`src/s5scan_pkg.sv`:
```
`timescale 1ns / 1ps
// ----------------------------------------------------------------------------
// S5 scanner package
// Shared types and constants for the ACPI S5 sleep-type scanner.
// ----------------------------------------------------------------------------
package s5scan_pkg;

	typedef enum logic [1:0] {
		ST_PARSED  = 2'd0,
		ST_DEFAULT = 2'd1,
		ST_INVALID = 2'd2,
		ST_TRUNC   = 2'd3
	} status_t;

	localparam logic [7:0] PACKAGE_OP      = 8'h12;
	localparam logic [7:0] BYTE_PREFIX     = 8'h0A;
	localparam logic [7:0] WORD_PREFIX     = 8'h0B;
	localparam logic [7:0] SMALL_INT_LIMIT = 8'd64;
	localparam logic [7:0] NAME_UNDERSCORE = 8'h5F;
	localparam int         TYPE_SHIFT      = 10;
	localparam int         TYPE_BITS       = 16 - TYPE_SHIFT;
	localparam logic [2:0] DEFAULT_TYPE_RST = 3'd5;

	// characters of "_S5_"
	function automatic logic [7:0] name_char(input logic [1:0] pos);
		logic [7:0] ch;
		unique case (pos)
			2'd0: ch = 8'h5F;
			2'd1: ch = 8'h53;
			2'd2: ch = 8'h35;
			default: ch = 8'h5F;
		endcase
		return ch;
	endfunction

endpackage

```
`src/s5scan_if.sv`:
```
`timescale 1ns / 1ps
// ----------------------------------------------------------------------------
// S5 scanner channels
// Table byte, result and configuration request channels.
// ----------------------------------------------------------------------------
interface s5scan_tbl_if;
	logic       valid;
	logic       ready;
	logic [7:0] data_byte;
	logic       last;

	modport source (output valid, output data_byte, output last, input ready);
	modport sink (input valid, input data_byte, input last, output ready);
endinterface

interface s5scan_res_if;
	import s5scan_pkg::*;
	logic        valid;
	logic        ready;
	status_t     status;
	logic [15:0] sleep_type_a;
	logic [15:0] sleep_type_b;

	modport source (output valid, output status, output sleep_type_a,
		output sleep_type_b, input ready);
	modport sink (input valid, input status, input sleep_type_a,
		input sleep_type_b, output ready);
endinterface

interface s5scan_cfg_if;
	logic       valid;
	logic       ready;
	logic [2:0] default_sleep_type;

	modport source (output valid, output default_sleep_type, input ready);
	modport sink (input valid, input default_sleep_type, output ready);
endinterface

```
`src/acpi_s5_sleep_type_scanner.sv`:
```
`timescale 1ns / 1ps
// ----------------------------------------------------------------------------
// ACPI S5 sleep-type scanner
// Streams one ACPI definition table, checks its checksum and extracts the
// two S5 sleep-type values from the _S5_ package.
// ----------------------------------------------------------------------------
// One table byte is taken every cycle unless a last byte waits in the input
// register; each byte is registered, then one byte-wise parse state machine
// updates the checksum, byte count and package decoder from it. Throughput is
// one byte per clock while no last byte waits. A table's single result passes
// the input register, then the result register. A waiting result does not
// stop the next table's bytes until the byte that carries last arrives.
module acpi_s5_sleep_type_scanner #(
	parameter int HEADER_BYTES = 36,
	parameter int COUNT_WIDTH  = 20
) (
	input  logic                clk,
	input  logic                arst_n,
	s5scan_cfg_if.sink          cfg,
	s5scan_tbl_if.sink          tbl,
	s5scan_res_if.source        res
);
	import s5scan_pkg::*;

	typedef enum logic [3:0] {
		PH_NAME, PH_PKG, PH_LEAD, PH_SKIP, PH_COUNT, PH_A_START, PH_A_BYTE,
		PH_A_WLO, PH_A_WHI, PH_B_START, PH_B_BYTE, PH_DONE
	} phase_t;

	localparam logic [COUNT_WIDTH-1:0] CountMax = '1;
	localparam logic [COUNT_WIDTH-1:0] HdrCount = COUNT_WIDTH'(HEADER_BYTES);

	logic [2:0]             dflt_q;
	logic                   valid_s1;
	logic [7:0]             byte_s1;
	logic                   last_s1;
	logic [7:0]             sum_q,   sum_nx;
	logic [COUNT_WIDTH-1:0] cnt_q,   cnt_nx;
	phase_t                 phase_q, phase_nx;
	logic [1:0]             match_q, match_nx;
	logic [1:0]             len_q,   len_nx;
	logic [TYPE_BITS-1:0]   va_q,    va_nx;
	logic [TYPE_BITS-1:0]   vb_q,    vb_nx;
	logic [TYPE_BITS-1:0]   hold_q,  hold_nx;
	logic                   res_valid_q;
	status_t                res_status_q, status_nx;
	logic [15:0]            res_a_q, res_b_q, a_nx, b_nx;
	logic                   out_free, adv_s1, is_small;

	assign cfg.ready = 1'b1;
	assign out_free  = !res_valid_q || res.ready;
	assign adv_s1    = valid_s1 && (!last_s1 || out_free);
	assign tbl.ready = !valid_s1 || adv_s1;

	assign res.valid        = res_valid_q;
	assign res.status       = res_status_q;
	assign res.sleep_type_a = res_a_q;
	assign res.sleep_type_b = res_b_q;

	assign is_small = byte_s1 < SMALL_INT_LIMIT;

	always_comb begin
		sum_nx   = sum_q + byte_s1;
		cnt_nx   = (cnt_q == CountMax) ? cnt_q : cnt_q + 1'b1;
		phase_nx = phase_q;
		match_nx = match_q;
		len_nx   = len_q;
		va_nx    = va_q;
		vb_nx    = vb_q;
		hold_nx  = hold_q;
		unique case (phase_q)
			PH_NAME: begin
				if (cnt_q >= HdrCount) begin
					if (byte_s1 == name_char(match_q)) begin
						if (match_q == 2'd3) begin
							phase_nx = PH_PKG;
							match_nx = 2'd0;
						end else begin
							match_nx = match_q + 1'b1;
						end
					end else begin
						match_nx = (byte_s1 == NAME_UNDERSCORE) ? 2'd1 : 2'd0;
					end
				end
			end
			PH_PKG: begin
				if (byte_s1 == PACKAGE_OP) phase_nx = PH_LEAD;
			end
			PH_LEAD: begin
				len_nx   = byte_s1[7:6];
				phase_nx = (byte_s1[7:6] != 2'd0) ? PH_SKIP : PH_COUNT;
			end
			PH_SKIP: begin
				if (len_q <= 2'd1) begin
					len_nx   = 2'd0;
					phase_nx = PH_COUNT;
				end else begin
					len_nx = len_q - 1'b1;
				end
			end
			PH_COUNT: phase_nx = PH_A_START;
			PH_A_START: begin
				if (byte_s1 == BYTE_PREFIX && !last_s1) begin
					phase_nx = PH_A_BYTE;
				end else if (byte_s1 == WORD_PREFIX && !last_s1) begin
					phase_nx = PH_A_WLO;
				end else if (is_small) begin
					va_nx    = byte_s1[TYPE_BITS-1:0];
					phase_nx = PH_B_START;
				end else begin
					phase_nx = PH_DONE;
				end
			end
			PH_A_BYTE: begin
				va_nx    = byte_s1[TYPE_BITS-1:0];
				phase_nx = PH_B_START;
			end
			PH_A_WLO: begin
				if (last_s1) begin
					va_nx    = WORD_PREFIX[TYPE_BITS-1:0];
					vb_nx    = is_small ? byte_s1[TYPE_BITS-1:0] : '0;
					phase_nx = PH_DONE;
				end else begin
					hold_nx  = byte_s1[TYPE_BITS-1:0];
					phase_nx = PH_A_WHI;
				end
			end
			PH_A_WHI: begin
				va_nx    = hold_q;
				phase_nx = PH_B_START;
			end
			PH_B_START: begin
				if (byte_s1 == BYTE_PREFIX && !last_s1) begin
					phase_nx = PH_B_BYTE;
				end else begin
					if (is_small) vb_nx = byte_s1[TYPE_BITS-1:0];
					phase_nx = PH_DONE;
				end
			end
			PH_B_BYTE: begin
				vb_nx    = byte_s1[TYPE_BITS-1:0];
				phase_nx = PH_DONE;
			end
			default: ;
		endcase
	end

	always_comb begin
		if (cnt_nx < HdrCount || sum_nx != 8'd0) begin
			status_nx = ST_INVALID;
			a_nx      = '0;
			b_nx      = '0;
		end else if (phase_q == PH_LEAD || phase_nx == PH_NAME ||
				phase_nx == PH_PKG || phase_nx == PH_LEAD) begin
			status_nx = ST_DEFAULT;
			a_nx      = {{(TYPE_BITS-3){1'b0}}, dflt_q, {TYPE_SHIFT{1'b0}}};
			b_nx      = a_nx;
		end else if (phase_nx == PH_SKIP || phase_nx == PH_COUNT ||
				phase_nx == PH_A_START) begin
			status_nx = ST_TRUNC;
			a_nx      = '0;
			b_nx      = '0;
		end else begin
			status_nx = ST_PARSED;
			a_nx      = {va_nx, {TYPE_SHIFT{1'b0}}};
			b_nx      = {vb_nx, {TYPE_SHIFT{1'b0}}};
		end
	end

	always_ff @(posedge clk or negedge arst_n) begin
		if (!arst_n) begin
			dflt_q      <= DEFAULT_TYPE_RST;
			valid_s1    <= 1'b0;
			res_valid_q <= 1'b0;
			sum_q       <= '0;
			cnt_q       <= '0;
			phase_q     <= PH_NAME;
			match_q     <= '0;
			len_q       <= '0;
			va_q        <= '0;
			vb_q        <= '0;
			hold_q      <= '0;
		end else begin
			if (cfg.valid) dflt_q <= cfg.default_sleep_type;
			if (tbl.ready) valid_s1 <= tbl.valid;
			if (adv_s1 && last_s1) begin
				res_valid_q <= 1'b1;
			end else if (res.ready) begin
				res_valid_q <= 1'b0;
			end
			if (adv_s1) begin
				if (last_s1) begin
					// drop per-table state, hand the result over
					sum_q       <= '0;
					cnt_q       <= '0;
					phase_q     <= PH_NAME;
					match_q     <= '0;
					len_q       <= '0;
					va_q        <= '0;
					vb_q        <= '0;
					hold_q      <= '0;
				end else begin
					sum_q   <= sum_nx;
					cnt_q   <= cnt_nx;
					phase_q <= phase_nx;
					match_q <= match_nx;
					len_q   <= len_nx;
					va_q    <= va_nx;
					vb_q    <= vb_nx;
					hold_q  <= hold_nx;
				end
			end
		end
	end

	always_ff @(posedge clk) begin
		if (tbl.valid && tbl.ready) begin
			byte_s1 <= tbl.data_byte;
			last_s1 <= tbl.last;
		end
		if (adv_s1 && last_s1) begin
			res_status_q <= status_nx;
			res_a_q      <= a_nx;
			res_b_q      <= b_nx;
		end
	end

endmodule

```
`src/flat_wrapper.sv`:
```
// flat-port wrapper written by rule: the top's interface ports become plain ports
module acpi_s5_sleep_type_scanner_flat import s5scan_pkg::*;
#(
	parameter int HEADER_BYTES = 36,
	parameter int COUNT_WIDTH  = 20
)
  (clk, arst_n, cfg_valid, cfg_default_sleep_type, cfg_ready, tbl_valid, tbl_data_byte, tbl_last, tbl_ready, res_valid, res_status, res_sleep_type_a, res_sleep_type_b, res_ready);
  s5scan_cfg_if cfg_i ();
  s5scan_tbl_if tbl_i ();
  s5scan_res_if res_i ();
  input  logic clk;
  input  logic arst_n;
  input wire logic [$bits(cfg_i.valid)-1:0] cfg_valid;
  input wire logic [$bits(cfg_i.default_sleep_type)-1:0] cfg_default_sleep_type;
  output wire logic [$bits(cfg_i.ready)-1:0] cfg_ready;
  input wire logic [$bits(tbl_i.valid)-1:0] tbl_valid;
  input wire logic [$bits(tbl_i.data_byte)-1:0] tbl_data_byte;
  input wire logic [$bits(tbl_i.last)-1:0] tbl_last;
  output wire logic [$bits(tbl_i.ready)-1:0] tbl_ready;
  output wire logic [$bits(res_i.valid)-1:0] res_valid;
  output wire logic [$bits(res_i.status)-1:0] res_status;
  output wire logic [$bits(res_i.sleep_type_a)-1:0] res_sleep_type_a;
  output wire logic [$bits(res_i.sleep_type_b)-1:0] res_sleep_type_b;
  input wire logic [$bits(res_i.ready)-1:0] res_ready;
  assign cfg_i.valid = cfg_valid;
  assign cfg_i.default_sleep_type = cfg_default_sleep_type;
  assign cfg_ready = cfg_i.ready;
  assign tbl_i.valid = tbl_valid;
  assign tbl_i.data_byte = tbl_data_byte;
  assign tbl_i.last = tbl_last;
  assign tbl_ready = tbl_i.ready;
  assign res_valid = res_i.valid;
  assign res_status = res_i.status;
  assign res_sleep_type_a = res_i.sleep_type_a;
  assign res_sleep_type_b = res_i.sleep_type_b;
  assign res_i.ready = res_ready;
  acpi_s5_sleep_type_scanner #(.HEADER_BYTES(HEADER_BYTES), .COUNT_WIDTH(COUNT_WIDTH)) u_core (.clk(clk), .arst_n(arst_n), .cfg(cfg_i), .tbl(tbl_i), .res(res_i));
endmodule
```
`config.mk`:
```
export PLATFORM = sky130hd
export DESIGN_NAME = acpi_s5_sleep_type_scanner_flat
export DESIGN_NICKNAME = d
export VERILOG_FILES = /design/src/s5scan_pkg.sv /design/src/s5scan_if.sv /design/src/acpi_s5_sleep_type_scanner.sv /design/src/flat_wrapper.sv
export SDC_FILE = /design/constraint.sdc
export NUM_CORES = 1
export LEC_CHECK = 0
export BUFFER_PORTS_ARGS = -buffer_cell sky130_fd_sc_hd__buf_4
export CAP_MARGIN = 10
export CORE_MARGIN = 2
export CORE_UTILIZATION = 50
export DETAILED_ROUTE_END_ITERATION = 12
export PLACE_DENSITY = 0.8
export SLEW_MARGIN = 20
export SYNTH_ARGS = -nofsm -noshare
export SYNTH_HDL_FRONTEND = slang
export SYNTH_SLANG_ARGS = --single-unit
```
`constraint.sdc`:
```
create_clock -name clk -period 7.3 [get_ports clk]
set_input_delay 0.365 -clock clk [delete_from_list [all_inputs] [get_ports clk]]
set_output_delay 0.365 -clock clk [all_outputs]
set_load 0.1 [all_outputs]
```
# Yosys cells after proc, flatten, opt, wreduce, memory -nomap -nowiden
# Cells that the tools add are included.
# word_totals
reg_bits,102
input_bits,17
out_inout_bits,37
# classes
n_addsub,4
n_lt_le_gt_ge,4
n_eq_ne,24
n_mux,50
n_reduce_logical,32
# op_table
cell,count
$mux 6,12
$mux 13,4
$mux 20,2
$pmux 4 s10,1
$mux 4,8
$eq 4x3->1 const B,6
$mux 8,3
$pmux 6 s4,1
$mux 2,11
$add 20x1->20 const B,1
$eq 20x20->1 const B,1
$ge 20x6->1 const B,1
$lt 20x6->1 const B,1
$pmux 6 s3,1
$eq 4x2->1 const B,4
$eq 8x4->1 const B,2
$pmux 7 s2,1
$eq 4x4->1 const B,3
$reduce_bool 2->1,5
$logic_or 1x1->1,9
$add 8x8->8,1
$eq 4x1->1 const B,2
$eq 8x5->1 const B,1
$eq 8x7->1 const B,1
19 further kinds,32

# Longest topological paths before layout
# Gate-level depths: netlist of run 1.
# depth
depth_word,13
depth_mapped,11

# Least setup slack after synthesis of run 1
# No wires, ideal clock.
# synth_path
kind,reg-to-reg
from,"register u_core.res_valid_q, in the netlist u_core.res.valid"
to,register u_core.byte_s1[0] (enable)
setup_time_ns,0.288
arrival_ns,2.774
required_ns,7.012
path_slack_ns,4.238
stages_incl_launch_ff,3
synth_period_minus_slack_ns,3.062
path_cell_list,dfrtp_1 -> nand4b_1 -> and2_1
# synth_between
elab_chain_len,6
# synth_rtl
item,line,rtl
"start, declared",acpi_s5_sleep_type_scanner.sv:45,logic res_valid_q;
"start signal, assigned",acpi_s5_sleep_type_scanner.sv:174,res_valid_q <= 1'b0;
"start signal, assigned",acpi_s5_sleep_type_scanner.sv:187,res_valid_q <= 1'b1;
"start signal, assigned",acpi_s5_sleep_type_scanner.sv:189,res_valid_q <= 1'b0;
$logic_not 1->1,acpi_s5_sleep_type_scanner.sv:51,assign out_free = !res_valid_q || res.ready;
$logic_or 1x1->1,acpi_s5_sleep_type_scanner.sv:51,
$logic_or 1x1->1,acpi_s5_sleep_type_scanner.sv:52,assign adv_s1 = valid_s1 && (!last_s1 || out_free);
$logic_and 1x1->1,acpi_s5_sleep_type_scanner.sv:52,
$logic_or 1x1->1,acpi_s5_sleep_type_scanner.sv:53,assign tbl.ready = !valid_s1 || adv_s1;
named net tbl_ready,flat_wrapper.sv:19,output wire logic [$bits(tbl_i.ready)-1:0] tbl_ready;
$logic_and 1x1->1,acpi_s5_sleep_type_scanner.sv:217,if (tbl.valid && tbl.ready) begin
"end signal, assigned",acpi_s5_sleep_type_scanner.sv:218,byte_s1 <= tbl.data_byte;
"end, declared",acpi_s5_sleep_type_scanner.sv:35,logic [7:0] byte_s1;
# The timed path passes the listed nets, and every way through them passes these cells.
# A chain may end at the register's enable or synchronous reset.

# Worst setup path in the final report of run 1
# layout_path
from,register u_core.byte_s1[0]
to,"register u_core.res_status_q[1], in the netlist u_core.res.status[1], data pin"
# layout_between
elab_chain_len,10
# layout_rtl
item,line,rtl
$lt 8x7->1 / $eq 8x4->1 (equally long branches),"acpi_s5_sleep_type_scanner.sv:60, acpi_s5_sleep_type_scanner.sv:105",
$mux 2 / $logic_and 1x1->1 (equally long branches),"acpi_s5_sleep_type_scanner.sv:107, acpi_s5_sleep_type_scanner.sv:105",
$mux 4,acpi_s5_sleep_type_scanner.sv:105,end else if (byte_s1 == WORD_PREFIX && !last_s1) begin
$mux 4,acpi_s5_sleep_type_scanner.sv:103,if (byte_s1 == BYTE_PREFIX && !last_s1) begin
$pmux 4 s10,acpi_s5_sleep_type_scanner.sv:71,unique case (phase_q)
$eq 4x2->1 (tied with other cells),acpi_s5_sleep_type_scanner.sv:158,end else if (phase_nx == PH_SKIP || phase_nx == PH_COUNT ||
"$logic_or 1x1->1, on equally long branches (2 in a row)","acpi_s5_sleep_type_scanner.sv:158, acpi_s5_sleep_type_scanner.sv:153",
$mux 2 / $logic_or 1x1->1 (equally long branches),"acpi_s5_sleep_type_scanner.sv:158, acpi_s5_sleep_type_scanner.sv:154",
$mux 2,acpi_s5_sleep_type_scanner.sv:153,end else if (phase_q == PH_LEAD || phase_nx == PH_NAME ||
"end signal, assigned",acpi_s5_sleep_type_scanner.sv:222,res_status_q <= status_nx;
"end, declared",acpi_s5_sleep_type_scanner.sv:46,"status_t res_status_q, status_nx;"
# Parallel ways exist; a longest one is shown, timed or not.

==> results of run 1 <==
==> final timing paths <==
kind,endpoint,cells after the start,slack [ns]
worst max-delay path,u_core.res.status[1],9,3.65
worst min-delay path,u_core.sum_q[7],1,0.06
worst max register to register,u_core.res.status[1],9,3.65
worst min register to register,u_core.sum_q[2],2,0.50
max in group asynchronous,u_core.phase_q[1],1,6.71
min in group clk,u_core.byte_s1[6],1,0.17
==> registers in the layout, indices dropped and copies added (netlist names), 3 cells and up <==
register	flops
u_core.res.sleep_type_a	6
u_core.phase_q	4
u_core.cnt_q	20
u_core.vb_q	6
u_core.dflt_q	3
u_core.sum_q	8
u_core.va_q	6
u_core.res.sleep_type_b	6
u_core.hold_q	6
u_core.byte_s1	8
==> where the power goes <==
part | internal [mW] | switching (mW) | total (mW)
Clock | 0.136 | 0.199 | 0.336
Sequential | 0.545 | 0.123 | 0.668
Combinational | 0.209 | 0.390 | 0.599
==> cell type report <==
type	instances	area (um2)
fill	945	4950
timing repair buffer	35	263
multi-input combinational	470	2990
tap	140	175
clock inverter	7	73.8
clock buffer	9	124
sequential	82	2170
inverter	13	48.8
==> cells in the final DEF, fill, tap and decap left out, types with 4 or more instances in the layout <==
cell,netlist,final
a211oi_1,4,4
a211oi_2,6,6
a21o_1,7,7
a21oi_1,41,41
a22o_1,17,17
a31oi_1,8,8
and2_1,5,5
and3_1,10,10
and4_1,5,5
buf_4,23,35
clkbuf_8,0,9
conb_1,2,21
dfrtp_1,57,57
edfxtp_1,23,23
ha_1,12,12
inv_1,13,13
inv_6,0,4
mux2i_1,10,10
nand2_1,78,78
nand2b_1,8,8
nand3_1,18,18
nand4_1,8,8
nand4b_1,4,4
nor2_1,30,28
nor2b_1,6,6
nor3_1,13,13
nor4_1,11,11
nor4b_1,6,6
o211ai_1,4,4
o21ai_0,40,40
o21ai_1,4,4
o22ai_1,5,5
o31ai_1,8,8
xnor2_1,6,6
==> metrics by stage <==
stage	std cells	setup slack, ns
after global placement	740	3.93
after global routing	756	3.50
after detailed placement	740	3.73
final	756	3.65
after floorplan	629	4.24
after CTS	756	3.70
==> synth_stat cells, types with 11 or more instances <==
cell type and instances:
nand2_1 78, dfrtp_1 57, a21oi_1 41, o21ai_0 40
nor2_1 30, clkbuf_1 24, buf_4 23, edfxtp_1 23
nand3_1 18, a22o_1 17, inv_1 13, nor3_1 13
ha_1 12, buf_2 11, nor4_1 11
==> kinds of logic (layout without fill, tap and decap cells) <==
| group | Yosys count | count (layout) | share of synthesized area |
|---|---|---|---|
| simple gates | 232 | 232 | 0.234 |
| other cells | 2 | 21 | 0.00137 |
| mux | 13 | 13 | 0.0244 |
| fa+ha+maj | 13 | 13 | 0.0310 |
| xor+xnor | 9 | 9 | 0.0144 |
| flops | 82 | 82 | 0.396 |
| buf+inv | 77 | 64 | 0.0735 |
| compound gates | 182 | 182 | 0.226 |
==> per-layer routing <==
metal / track usage / part of all wire / vias up
met5: 0 / 0 / -
met4: 0.0595 / 0.014 / 0
met3: 0.0400 / 0.066 / 17
met2: 0.374 / 0.46 / 196
met1: 0.363 / 0.46 / 2322
li1: - / - / 2261
==> flow_metrics.py, run 1 <==
metrics = {
    "status": {
        "outcome": "finished, final reports clean",
    },
    "setup_path": {
        "cp-start-kind": "flip-flop",
        "cp-startpoint": "u_core.byte_s1[0]",
        "cpPeakStageDelay_ns": 0.82,
        "crit_path_cell_trace": "ha_1, fa_1, a21o_1, a21oi_1, xnor2_1, nor4_1, o21ai_0, or4_1, or3_1",
        "slowest_stage": "or4_1",
        "endpoint_kind": "flip-flop",
        "crit_family": "simple AND/OR/NAND/NOR gates",
        "crit_type": "reg -> reg",
        "critPathBufInv": 0,
        "r2r_start": "u_core.byte_s1[0]",
        "worstPathArrival_ns": 3.76,
        "critPathRequiredTime_ns": 7.42,
        "crit_fanout": 14,
    },
    "route": {
        "vias": 4796,
        "vias_per_cell": 6.34,
        "detail-route-antenna-nets": 0,
        "wl_per_cell_um": 18.2,
        "first_iter_violations": 427,
        "first_pass_iters": 5,
        "route.detailed.drc": 0,
        "finalWirelength_um": 13700,
    },
    "placement": {
        "io_buffers": 32,
        "gp_congestion": 0.961,
        "dp_hpwl_um": 9520,
        "dpl_cell_area_mm2": 0.00564,
    },
    "hold_path": {
        "holdCritPathClass": "in -> async",
    },
    "floorplan": {
        "die_y_um": 109,
        "rows": 38,
        "die_w_um": 109,
        "die_area_mm2": 0.0118,
        "design.portCount": 54,
        "start_util": 0.508,
        "core_area_mm2": 0.0108,
    },
    "clock_tree": {
        "clkSinkCount": 82,
        "ctsRootBufferMaster": "clkbuf_8",
        "clk_pin_slew_worst_paths_ns": 0.11,
        "post-cts-setup-buffers": 0,
        "cts_tree": "yes",
        "numCtsBuffers": 9,
        "ctsResizeCount": 0,
        "hold_buffers": 0,
        "clockBufferDepth": 2,
        "htreeDepth": 3,
        "clock_latency_ns": 0.37,
    },
    "logic_synthesis": {
        "synth.area.top_cells": "dfrtp_1, edfxtp_1, nand2_1, a21oi_1, o21ai_0",
        "ys_types": 78,
        "synth_enable_flop_cells": 23,
        "synth_top_area_frac": 0.260,
        "synthArstFlopShare": 0.720,
        "ys_seq_area_frac": 0.396,
        "syn-cell-area_mm2": 0.00548,
        "yosysWarnings": 0,
        "synth_cells": 610,
        "yosys_register_bits": 82,
        "avgSynthCellArea_um2": 8.99,
        "synth_largest_area_cell": "dfrtp_1",
        "ys.flop_type": "dfrtp_1",
    },
    "timing": {
        "fin_crit_sh": 0.500,
        "finalHoldViolCount": 0,
        "finClkSkew_ns": 0.0183,
        "tightest_slew_ns": 0.961,
        "setup_violations": 0,
        "maxSlewViolCount": 0,
        "setup-tns-final_ns": 0,
        "holdWs_ns": 0.0572,
        "max_freq_mhz": 274,
        "rsz0062_at_grt": "false",
        "fin_crit_ns": 3.65,
        "relSlewSlack": 0.350,
    },
    "job": {
        "drv_cap": 0,
    },
    "power": {
        "p_leak_nw": 2.30,
        "cellPowerDensity_mw_per_mm2": 274,
        "total_power_mw": 1.60,
        "ir_drop_mv": 0.125,
    },
    "cells_and_area": {
        "antenna_cells": 0,
        "finalNetCount": 641,
        "design_area_mm2": 0.00584,
        "area_delta_synth_final_pct": 6.53,
        "final_util": 0.541,
        "drive_above_1_share": 0.131,
    },
    "global_routing": {
        "grt_pass1_wl_um": 22700,
        "grt_pass1_vias": 4372,
        "grt_max_degree": 60,
        "overflow": 0,
        "antenna_found_initial": 0,
        "gr-usage-all-layers": 0.245,
    },
}
No activity file was read; power rests on OpenSTA's default activity.
==> inputs of run 2 (changes only) <==
Clock period 7.3 ns to 3.68 ns, I/O delays scaled along.
==> run 2 against run 1 <==
Flip-flop and latch count stayed put; global-route usage is 0.64 points higher; via count is 2.9% higher; critical path type unchanged; non-clock buffer count is 21 higher.
==> flow_metrics.py, run 2 (same netlist as run 1, synthesis figures left out) <==
metrics = {
    "status": {
        "outcome": "finished, final reports clean",
    },
    "job": {
        "drv_cap": 0,
    },
    "setup_path": {
        "reg2reg_to": "u_core.res.status[1]",
        "r2r_start": "u_core.byte_s1[0]",
        "reg2reg_slack_ns": 0.36,
        "worstPathArrival_ns": 3.44,
        "critPathRequiredTime_ns": 3.80,
        "crit_fanout": 6,
        "crit_type": "reg -> reg",
        "slowest_stage": "or4_1",
        "endpoint_kind": "flip-flop",
        "crit_path_cell_trace": "ha_1, fa_1, a21o_1, a21oi_1, xnor2_1, nor4_1, o21ai_0, or4_1, or3_1",
        "critPathBufInv": 0,
        "cp-start-kind": "flip-flop",
        "cpPeakStageDelay_ns": 0.64,
        "crit_family": "simple AND/OR/NAND/NOR gates",
        "r2r_cells": 9,
    },
    "route": {
        "detail-route-antenna-nets": 0,
        "route.detailed.drc": 0,
        "vias_per_cell": 6.35,
        "first_pass_iters": 5,
        "first_iter_violations": 439,
        "vias": 4936,
        "wl_per_cell_um": 18.4,
        "finalWirelength_um": 14300,
    },
    "global_routing": {
        "grt_pass1_wl_um": 23200,
        "grt-busiest-layer": "met2",
        "grt_max_degree": 60,
        "gr-usage-all-layers": 0.251,
        "use_met1": 0.354,
        "grt.met2_usage": 0.387,
        "overflow": 0,
        "met3_usage": 0.0406,
        "grt_pass1_vias": 4532,
        "antenna_found_initial": 0,
    },
    "cells_and_area": {
        "finalNetCount": 662,
        "design_area_mm2": 0.00602,
        "layout_commonest_cell": "nand2_1",
        "instances_no_fill": 777,
        "largest_register": "u_core.cnt_q",
        "largest_register_ffs": 20,
        "area_delta_synth_final_pct": 9.74,
        "antenna_cells": 0,
        "drive_above_1_share": 0.141,
        "final_util": 0.558,
        "layout_common_cells": "nand2_1, dfrtp_1, buf_4, a21oi_1, o21ai_0",
        "reg_top3": "u_core.cnt_q x20, u_core.byte_s1 x8, u_core.sum_q x8",
    },
    "clock_tree": {
        "ctsResizeCount": 0,
        "clk_pin_slew_worst_paths_ns": 0.10,
        "numCtsBuffers": 9,
        "cts_tree": "yes",
        "clockBufferDepth": 2,
        "htreeDepth": 3,
        "clock_latency_ns": 0.38,
        "ctsRootBufferMaster": "clkbuf_8",
        "clkSinkCount": 82,
    },
    "timing": {
        "setup_violations": 0,
        "maxSlewViolCount": 0,
        "finClkSkew_ns": 0.0154,
        "setup-tns-final_ns": 0,
        "finalHoldViolCount": 0,
        "fin_crit_ns": 3.32,
        "holdWs_ns": 0.0228,
        "relSlewSlack": 0.456,
        "tightest_slew_ns": 0.804,
        "fin_crit_sh": 0.902,
        "max_freq_mhz": 301,
        "rsz0062_at_grt": "false",
    },
    "placement": {
        "gp_congestion": 0.957,
        "dp_cells": 750,
        "io_buffers": 32,
        "dp_hpwl_um": 9990,
        "dpl_cell_area_mm2": 0.00571,
    },
    "power": {
        "ir_drop_mv": 0.259,
        "cellPowerDensity_mw_per_mm2": 531,
        "p_leak_nw": 2.38,
    },
    "floorplan": {
        "die_w_um": 109,
        "rows": 38,
        "design.portCount": 54,
        "core_area_mm2": 0.0108,
        "die_area_mm2": 0.0118,
        "die_y_um": 109,
        "start_util": 0.508,
    },
    "hold_path": {
        "worstHoldStart": "res_ready",
        "min_path_cells": 2,
        "holdCritPathClass": "in -> reg",
        "worstHoldEndpoint": "u_core.res.valid",
    },
}
run 2: changes by cell type in the layout (fill, tap and decap cells not counted), moves of 2 or more:
| cell | previous run | this run |
|---|---|---|
| buf_4 | 35 | 45 |
| clkinvlp_4 | 0 | 3 |
| dlygate4sd3_1 | 0 | 11 |
| inv_6 | 4 | 0 |
| inv_8 | 2 | 4 |
run 2: what timing repair did:
action                                 4_1_cts  5_1_grt
endpoints found under the hold margin       67        0
setup buffers                                0        0
hold buffers                                11        0
run 2: area by class of cell:
class	count	area, um2
clock buffer	9	124
fill	944	4770
timing repair buffer	56	448
clock inverter	7	67.6
multi-input combinational	470	2990
tap	140	175
inverter	13	48.8
sequential	82	2170
run 2: metrics by stage:
step           worst slack [ns]  total power, mW
4_1_cts                   0.375             3.18
2_1_floorplan             0.618             2.26
6_report                  0.361             3.19
3_5_place_dp              0.419             2.52
5_1_grt                   0.213             3.38
3_3_place_gp              0.545             2.47
run 2: layer usage:
| metal | wire (um) | up-vias |
|---|---|---|
| li1 | - | 2296 |
| met3 | 1030 | 45 |
| met1 | 6290 | 2347 |
| met4 | 346 | 0 |
| met5 | 0 | - |
| met2 | 6650 | 248 |
run 2: worst reg2reg max path: stages (launching register included):
cell and delay [ns]:
edfxtp_1 0.51, ha_1 0.26, fa_1 0.41, a21o_1 0.18, a21oi_1 0.26, xnor2_1 0.14
nor4_1 0.18, o21ai_0 0.11, or4_1 0.64, or3_1 0.40
run 2: report_power, final:
part	leakage (nW)	switching, mW	internal, mW
Sequential	1.01	0.247	1.08
Combinational	1.29	0.775	0.437
Clock	0.0893	0.390	0.264
run 2: how the worst max path moves through the flow:
| stage | from | end | cells past startpoint |
|---|---|---|---|
| 5_1_grt | u_core.byte_s1[0] | u_core.res.status[1] | 9 |
| 2_1_floorplan | u_core.res.valid | u_core.byte_s1[0] | 2 |
| 4_1_cts | u_core.byte_s1[0] | u_core.res.status[1] | 9 |
| 3_3_place_gp | u_core.byte_s1[0] | u_core.res.status[1] | 9 |
| 3_5_place_dp | u_core.byte_s1[0] | u_core.res.status[1] | 9 |
| 6_report | u_core.byte_s1[0] | u_core.res.status[1] | 9 |
==> inputs of run 3 (changes only) <==
Settings changed: CORE_UTILIZATION 50 to 40, PLACE_DENSITY 0.8 to 0.69.
Clock period 3.68 ns to 4.13 ns, I/O delays scaled along.
==> run 3 against run 2 <==
Register-to-register slack improved by 0.44 ns; setup slack improved by 0.44 ns; maximum frequency fell by 0.24%; power down 4.2%; clock power increased by 26%; largest power group unchanged; critical path type unchanged; worst hold slack better by 0.011 ns; critical path depth stayed put; design area grew 0.37%; global-route usage down 5.7 points.
==> flow_metrics.py, run 3 (same netlist as run 1, synthesis figures left out) <==
metrics = {
    "setup_path": {
        "cp-start-kind": "flip-flop",
        "crit_fanout": 8,
        "critPathRequiredTime_ns": 4.22,
        "crit_type": "reg -> reg",
        "worstPathArrival_ns": 3.42,
        "endpoint_kind": "flip-flop",
    },
    "power": {
        "cellPowerDensity_mw_per_mm2": 507,
        "p_seq_frac": 0.385,
        "combPwrFrac": 0.345,
        "power_frac_clock": 0.270,
        "ir_drop_mv": 0.200,
        "p_sw_mw": 1.28,
        "p_sw_frac": 0.419,
        "total_power_mw": 3.06,
        "p_leak_nw": 2.38,
        "p_int_mw": 1.78,
    },
    "global_routing": {
        "grt_pass1_vias": 4460,
        "antenna_found_initial": 0,
        "overflow": 0,
        "grt_max_degree": 60,
        "grt_pass1_wl_um": 22700,
        "gr-usage-all-layers": 0.194,
    },
    "timing": {
        "tightest_slew_ns": 1.00,
        "fin_crit_sh": 0.806,
        "rsz0062_at_grt": "false",
        "setup_violations": 0,
        "relSlewSlack": 0.332,
        "finalHoldViolCount": 0,
        "finClkSkew_ns": 0.0110,
        "maxSlewViolCount": 0,
        "fin_crit_ns": 3.33,
        "timing.final.ws_setup_ns": 0.803,
        "setup-tns-final_ns": 0,
        "max_freq_mhz": 301,
    },
    "hold_path": {
        "holdCritPathClass": "in -> reg",
    },
    "cells_and_area": {
        "antenna_cells": 0,
        "area_delta_synth_final_pct": 10.2,
        "instances_no_fill": 798,
        "largest_register_ffs": 20,
        "largest_register": "u_core.cnt_q",
        "layout_common_cells": "nand2_1, dfrtp_1, a21oi_1, o21ai_0, buf_4",
        "reg_top3": "u_core.cnt_q x20, u_core.byte_s1 x8, u_core.sum_q x8",
        "drive_above_1_share": 0.137,
        "layout_commonest_cell": "nand2_1",
        "nFillCells": 1256,
        "finalNetCount": 647,
        "multiInputGateArea_mm2": 0.00299,
        "design_area_mm2": 0.00604,
        "register_area_mm2": 0.00217,
    },
    "clock_tree": {
        "ctsRootBufferMaster": "clkbuf_16",
        "clockBufferDepth": 2,
        "clk_pin_slew_worst_paths_ns": 0.07,
        "numCtsBuffers": 9,
        "clkSinkCount": 82,
        "cts_tree": "yes",
        "ctsResizeCount": 0,
        "htreeDepth": 3,
        "clock_latency_ns": 0.35,
    },
    "floorplan": {
        "die_w_um": 121,
        "start_util": 0.412,
        "die_area_mm2": 0.0147,
        "rows": 42,
        "design.portCount": 54,
        "die_y_um": 121,
        "core_area_mm2": 0.0133,
    },
    "placement": {
        "pre_cts_slack_ns": 0.842,
        "gp_congestion": 0.915,
        "dp_cells": 781,
        "dp_hpwl_um": 9310,
        "dpl_cell_area_mm2": 0.00572,
        "io_buffers": 32,
    },
    "route": {
        "vias": 4825,
        "wl_per_cell_um": 17.2,
        "first_pass_iters": 5,
        "vias_per_cell": 6.05,
        "finalWirelength_um": 13700,
        "first_iter_violations": 616,
        "detail-route-antenna-nets": 0,
        "route.detailed.drc": 0,
    },
    "job": {
        "drv_cap": 0,
    },
    "status": {
        "outcome": "finished, final reports clean",
    },
}
-- run 3: what timing repair did --
item | CTS | global route
setup buffers | 0 | 0
hold buffers | 1 | 0
hold endpoints to repair | 57 | 0
endpoints found under the setup margin | 0 | 0
-- run 3: layer usage --
layer	global-route usage	vias to the layer above	wire length (um)
met1	0.264	2289	6120
met5	0	-	0
met4	0.0676	0	280
met2	0.304	249	6280
met3	0.0432	28	1060
li1	-	2259	-
-- run 3: worst paths after layout --
path,slack (ns),end,from,cells after the start
min,0.03,u_core.byte_s1[7],tbl_data_byte[7],1
max in group asynchronous,3.14,u_core.cnt_q[15],arst_n,2
min in group asynchronous,0.48,u_core.sum_q[5],arst_n,2
max reg2reg,0.80,u_core.res.status[1],u_core.byte_s1[0],9
max,0.80,u_core.res.status[1],u_core.byte_s1[0],9
min reg2reg,0.48,u_core.sum_q[0],u_core.sum_q[0],2
-- run 3: final cells by class --
type / instances / share of cell area
tap: 176 / 0.0365
clock inverter: 7 / 0.0135
inverter: 13 / 0.00808
timing repair buffer: 41 / 0.0514
clock buffer: 9 / 0.0373
sequential: 82 / 0.359
multi-input combinational: 470 / 0.494
-- run 3: worst max-delay path: stages, from the launching register on --
cell,delay (ns)
edfxtp_1,0.49
ha_1,0.26
fa_1,0.41
a21o_1,0.17
a21oi_1,0.23
xnor2_1,0.13
nor4_1,0.19
o21ai_0,0.12
or4_1,0.67
or3_1,0.40
-- run 3: through the flow --
stage | hold WS [ns] | utilization
2_1_floorplan | -0.0891 | -
3_3_place_gp | 0.335 | 0.430
3_5_place_dp | 0.344 | 0.430
4_1_cts | 0.0235 | 0.454
5_1_grt | 0.0168 | 0.454
6_report | 0.0333 | 0.454
-- run 3: power by group through the flow --
| stage | Sequential [mW] | Clock, mW | Combinational [mW] |
|---|---|---|---|
| floorplan | 1.11 | 0 | 0.906 |
| global placement | 1.18 | 0 | 1.02 |
| detailed placement | 1.18 | 0 | 1.04 |
| CTS | 1.17 | 0.844 | 1.05 |
| global route | 1.20 | 0.882 | 1.16 |
| finish | 1.18 | 0.826 | 1.06 |
